[config.mk]
export PLATFORM = sky130hd
export DESIGN_NAME = mcuf_ctrl
export DESIGN_NICKNAME = d
export VERILOG_FILES = /design/src/hdl/mcuf_pkg.sv /design/src/hdl/mcuf_ctrl.sv
export SDC_FILE = /design/constraint.sdc
export NUM_CORES = 1
export LEC_CHECK = 0
export ABC_AREA = 0
export BUFFER_PORTS_ARGS = -buffer_cell sky130_fd_sc_hd__clkbuf_2
export CAP_MARGIN = 5
export CELL_PAD_IN_SITES_DETAIL_PLACEMENT = 1
export CELL_PAD_IN_SITES_GLOBAL_PLACEMENT = 1
export CORE_MARGIN = 1.5
export CORE_UTILIZATION = 31
export CTS_CLUSTER_DIAMETER = 60
export DETAILED_ROUTE_END_ITERATION = 7
export GPL_ROUTABILITY_DRIVEN = 0
export GPL_TIMING_DRIVEN = 1
export HOLD_SLACK_MARGIN = 0.08
export PLACE_DENSITY = 0.83
export SLEW_MARGIN = 10
export SYNTH_ARGS = -nofsm -noshare
export SYNTH_HDL_FRONTEND = slang
export SYNTH_SLANG_ARGS = --single-unit
[constraint.sdc]
create_clock -name clock -period 2 [get_ports clock]
set_input_delay 0.1 -clock clock [delete_from_list [all_inputs] [get_ports clock]]
set_output_delay 0.1 -clock clock [all_outputs]
set_load 0.1 [all_outputs]
[src/hdl/mcuf_pkg.sv]
// ----------------------------------------------------------------------------
// mcuf_pkg
// Shared types, codes and constants of the union-find maze cell carver.
// ----------------------------------------------------------------------------
package mcuf_pkg;

   localparam int MAX_DIM_DEFAULT = 32;

   localparam int COORD_W    = 5;
   localparam int OUTCOME_W  = 3;
   localparam int REMAIN_W   = 16;
   localparam int CSR_INDEX_W = 2;

   localparam logic [COORD_W-1:0] SIZE_RESET = 5'd7;

   // configuration register indexes
   localparam logic [CSR_INDEX_W-1:0] REG_SIZE_X = 2'd0;
   localparam logic [CSR_INDEX_W-1:0] REG_SIZE_Y = 2'd1;
   localparam logic [CSR_INDEX_W-1:0] REG_SIZE_Z = 2'd2;

   typedef logic [OUTCOME_W-1:0] outcome_type;

   localparam outcome_type OUTCOME_CHECKED     = 3'd0;
   localparam outcome_type OUTCOME_SPACE       = 3'd1;
   localparam outcome_type OUTCOME_WALL_OPENED = 3'd2;
   localparam outcome_type OUTCOME_WALL_KEPT   = 3'd3;
   localparam outcome_type OUTCOME_SOLID       = 3'd4;
   localparam outcome_type OUTCOME_RANGE       = 3'd5;

   // per-cell flags; all zero means unchecked, solid, no parent
   typedef struct packed {
      logic has_parent;
      logic open;
      logic checked;
   } flags_type;

   localparam int FLAGS_W = $bits(flags_type);

   // cell store read address selection
   typedef logic [1:0] rd_sel_type;
   localparam rd_sel_type RD_CELL   = 2'd0;
   localparam rd_sel_type RD_NEAR   = 2'd1;
   localparam rd_sel_type RD_FAR    = 2'd2;
   localparam rd_sel_type RD_PARENT = 2'd3;

   // cell store write selection
   typedef logic [2:0] wr_sel_type;
   localparam wr_sel_type WR_NONE      = 3'd0;
   localparam wr_sel_type WR_CLEAR     = 3'd1;
   localparam wr_sel_type WR_CELL_KEPT = 3'd2;
   localparam wr_sel_type WR_CELL_OPEN = 3'd3;
   localparam wr_sel_type WR_LINK      = 3'd4;

   typedef struct packed {
      logic        load_req;
      rd_sel_type  rd_sel;
      logic        track;
      logic        save_cell;
      logic        save_root1;
      logic        save_root2;
      wr_sel_type  wr_sel;
      logic        set_result;
      outcome_type outcome;
      logic        load_rsp;
   } cmd_type;

   typedef struct packed {
      logic clear_last;
      logic out_range;
      logic checked;
      logic is_space;
      logic is_wall;
      logic link_next;
      logic roots_differ;
      logic rsp_free;
   } status_type;

endpackage

[src/hdl/mcuf_ctrl.sv]
// ----------------------------------------------------------------------------
// mcuf_ctrl
// Sequencer of the carver: clearing pass, lookup, chain walks, link, result.
// ----------------------------------------------------------------------------
module mcuf_ctrl (
   input  logic                clock,
   input  logic                reset,
   input  logic                req_valid,
   output logic                req_stall,
   input  mcuf_pkg::status_type status,
   output mcuf_pkg::cmd_type    cmd
);
   import mcuf_pkg::*;

   localparam logic [3:0] S_CLEAR     = 4'd0;
   localparam logic [3:0] S_IDLE      = 4'd1;
   localparam logic [3:0] S_LOOKUP    = 4'd2;
   localparam logic [3:0] S_CLASSIFY  = 4'd3;
   localparam logic [3:0] S_WALK1     = 4'd4;
   localparam logic [3:0] S_WALK2     = 4'd5;
   localparam logic [3:0] S_JOIN      = 4'd6;
   localparam logic [3:0] S_OPEN_WALL = 4'd7;
   localparam logic [3:0] S_FINISH    = 4'd8;

   logic [3:0] state_ff;
   logic [3:0] state_in;

   always_comb begin
      state_in  = state_ff;
      cmd       = '0;
      req_stall = (state_ff != S_IDLE);
      case (state_ff)
         S_CLEAR: begin
            cmd.wr_sel = WR_CLEAR;
            if (status.clear_last) begin
               state_in = S_IDLE;
            end
         end
         S_IDLE: begin
            if (req_valid) begin
               cmd.load_req = 1'b1;
               state_in     = S_LOOKUP;
            end
         end
         S_LOOKUP: begin
            if (status.out_range) begin
               cmd.set_result = 1'b1;
               cmd.outcome    = OUTCOME_RANGE;
               state_in       = S_FINISH;
            end else begin
               cmd.rd_sel = RD_CELL;
               state_in   = S_CLASSIFY;
            end
         end
         S_CLASSIFY: begin
            cmd.save_cell = 1'b1;
            if (status.checked) begin
               cmd.set_result = 1'b1;
               cmd.outcome    = OUTCOME_CHECKED;
               state_in       = S_FINISH;
            end else if (status.is_space) begin
               cmd.wr_sel     = WR_CELL_OPEN;
               cmd.set_result = 1'b1;
               cmd.outcome    = OUTCOME_SPACE;
               state_in       = S_FINISH;
            end else if (status.is_wall) begin
               cmd.rd_sel = RD_NEAR;
               cmd.track  = 1'b1;
               state_in   = S_WALK1;
            end else begin
               cmd.wr_sel     = WR_CELL_KEPT;
               cmd.set_result = 1'b1;
               cmd.outcome    = OUTCOME_SOLID;
               state_in       = S_FINISH;
            end
         end
         S_WALK1: begin
            cmd.track = 1'b1;
            if (status.link_next) begin
               cmd.rd_sel = RD_PARENT;
            end else begin
               cmd.save_root1 = 1'b1;
               cmd.rd_sel     = RD_FAR;
               state_in       = S_WALK2;
            end
         end
         S_WALK2: begin
            if (status.link_next) begin
               cmd.track  = 1'b1;
               cmd.rd_sel = RD_PARENT;
            end else begin
               cmd.save_root2 = 1'b1;
               state_in       = S_JOIN;
            end
         end
         S_JOIN: begin
            if (status.roots_differ) begin
               cmd.wr_sel = WR_LINK;
               state_in   = S_OPEN_WALL;
            end else begin
               cmd.wr_sel     = WR_CELL_KEPT;
               cmd.set_result = 1'b1;
               cmd.outcome    = OUTCOME_WALL_KEPT;
               state_in       = S_FINISH;
            end
         end
         S_OPEN_WALL: begin
            cmd.wr_sel     = WR_CELL_OPEN;
            cmd.set_result = 1'b1;
            cmd.outcome    = OUTCOME_WALL_OPENED;
            state_in       = S_FINISH;
         end
         S_FINISH: begin
            if (status.rsp_free) begin
               cmd.load_rsp = 1'b1;
               state_in     = S_IDLE;
            end
         end
         default: begin
            state_in = S_CLEAR;
         end
      endcase
   end

   always_ff @(posedge clock) begin
      if (reset) begin
         state_ff <= S_CLEAR;
      end else begin
         state_ff <= state_in;
      end
   end

endmodule

==> flow_summary.yaml <==
power_and_ir_drop:
  power.internal_mw: 0.382
  p_per_area_nw_per_um2: 1180
  ir_worst_vdd_uv: 846
  power_frac_comb: 0.755
  power_leakage_nw: 0.362
  p_sw_mw: 0.599
  power_frac_seq: 0.139
  finalPower_mw: 0.982
  clkPwrFrac: 0.105
  switching_share: 0.611
critical_path:
  path_cells: "buf_4 > nor2b_1 > nor3b_2 > buf_4"
  required_ps: 1900
  start_kind: "register"
  crit_top_cell: "buf_4"
  criticalPathCategory: "register to output port"
  crit_family: "buffers and inverters"
  end_kind: "output port"
  path_buf_inv: 2
  arrival_ps: 1760
  critPathMaxStageDelay_ps: 490
  crit_slowest_cell: "dfxtp_1"
  reg2reg_setup_slack_ps: 560
  cp_max_fo: 8
logic_synthesis:
  syn-num-nets: 80
  ys_top_cells_by_area: "dfxtp_1 (16%), nand2b_1 (7.4%), nor2b_1 (6.2%), nor2_1 (5.9%), o32ai_4 (5.4%)"
  synth.most_common_cell: "nor2_1"
  netlist_top_cells_count: "nor2_1 (8), nand2_1 (7), nand2b_1 (6)"
  synthFlopType: "dfxtp_1"
  synthArstFlopShare: 0
  synthDistinctLibCells: 34
  synth-seq-cells: 4
  yosysTopAreaCellShare: 0.158
  syn-cell-area_um2: 507
  synth_warnings: 0
  syn_inst: 69
  ys_seq_area_frac: 0.158
  synth-edff-count: 0
  syn_avg_cell_area_um2: 7.34
  yosys.area.top_type: "dfxtp_1"
flow_run:
  cap_viol_max_count: 0
finish:
  finalNetCount: 109
  antennaDiodeCount: 0
  final_cell_area_um2: 832
  biggestRegsByFlops: "state_ff x4"
  finish.utilization: 0.546
  drive_above_1_share: 0.479
  largest_reg_flops: 4
  regMostFlops: "state_ff"
  syn2layout_area_growth_pct: 64.2
clocking:
  clockBufferDepth: 2
  cts_hold_buffers: 0
  clock-sinks: 4
  clkTransAtPathRegs_ps: 40
  htree_levels: 1
  cts-root-buf: "clkbuf_4"
  cts_tree: "done"
  clk_latency_ps: 240
  post-cts-setup-buffers: 0
  post_cts_resized: 0
  cts_buffers: 3
sta:
  tightest_slew_ps: 544
  hold_viol: 0
  period_share: 0.931
  rsz0062_at_grt: "false"
  period_needed_ps: 1860
  setup_viol: 0
  slew_viol_final: 0
  max_slew_margin: 0.639
  skew_ps: 1.71
  setup_slack_ps: 139
  fmax_mhz: 537
floorplanning:
  die_area_um2: 1890
  initial_core_util: 0.333
  die_x_um: 43.4
  rows: 14
  ios: 27
  core_um2: 1520
  die_y_um: 43.4
drt:
  viasPerCell: 5.27
  drc_errors: 0
  postRouteAntennaNets: 0
  drtPass1Iterations: 2
  wl_um: 1670
  drtIter0Drc: 1
  vias: 590
  routedWlPerCell_um: 14.9
placement:
  portBuffers: 26
  place_area_um2: 810
  hpwlAfterDp_um: 1410
  dp_slack_ps: 379
worst_hold_path:
  hold_class: "input port to register"
grt:
  grt_pass1_vias: 605
  grtUsageTotal: 0.197
  grt_pass1_wl_um: 2770
  grt_overflow: 0
  grt_antenna_before_repair: 0
  grt_max_degree: 14
run_status:
  status: "finished, final reports clean"
[cells in the final DEF, fill, tap and decap left out, types with 2 or more instances in the layout]
| cell | netlist | layout |
|---|---|---|
| a21oi_1 | 4 | 3 |
| a21oi_2 | 1 | 2 |
| and3_1 | 2 | 2 |
| buf_12 | 0 | 6 |
| buf_4 | 2 | 9 |
| clkbuf_2 | 0 | 13 |
| clkbuf_4 | 1 | 3 |
| dfxtp_1 | 4 | 3 |
| inv_1 | 2 | 2 |
| nand2_1 | 7 | 6 |
| nand2b_1 | 6 | 5 |
| nor2_1 | 8 | 7 |
| nor2b_1 | 5 | 5 |
| nor3b_2 | 1 | 2 |
| o21ai_0 | 3 | 3 |
| or3_1 | 2 | 2 |
[layout make-up]
class	instances	area (um^2)
clock buffer	3	22.5
fill	192	692
inverter	2	7.51
multi-input combinational	59	448
sequential	4	81.3
tap	16	20.0
timing repair buffer	28	253
[final timing paths]
check / from / end / depth (start not counted)
max reg2reg: state_ff[2] / state_ff[2] / 3
min reg2reg: state_ff[3] / state_ff[1] / 1
min: reset / state_ff[3] / 2
max: state_ff[0] / cmd[8] / 4
[cells by family (layout without fill, tap and decap cells)]
family                 count (synthesis)  in the layout  synth area share
AOI/OAI and AO/OA                     15             15             0.232
buffers and inverters                  6             33            0.0815
DFF                                    4              4             0.158
muxes                                  2              2            0.0420
and+or+nand+nor                       42             42             0.486
[through the flow]
stage	std cells	hold WS, ps	setup TNS [ps]
6_report	112	107	0
5_1_grt	112	120	0
4_1_cts	112	93.7	0
3_5_place_dp	109	346	0
3_3_place_gp	109	331	0
2_1_floorplan	69	162	-391
[power groups by stage]
stage          sequential, mW  clock, mW  combinational (mW)
6_report                0.137      0.104               0.742
5_1_grt                 0.141      0.111               0.780
4_1_cts                 0.136      0.108               0.748
3_5_place_dp            0.138          0               0.744
3_3_place_gp            0.136          0               0.733
2_1_floorplan           0.114          0               0.609
[worst reg2reg max path: cells and delay by family, from the launching register on]
family,cells,cell delay [ps]
AOI/OAI and AO/OA,1,180
DFF,1,430
and+or+nand+nor,2,760
[per-layer routing]
layer / up-vias / GRT usage / routed length (um)
met5: - / 0 / 0
met4: 0 / 0.0182 / 0
met3: 0 / 0.0625 / 82
met2: 16 / 0.349 / 869
met1: 277 / 0.243 / 718
li1: 297 / - / -
No activity file was read; power rests on OpenSTA's default activity.
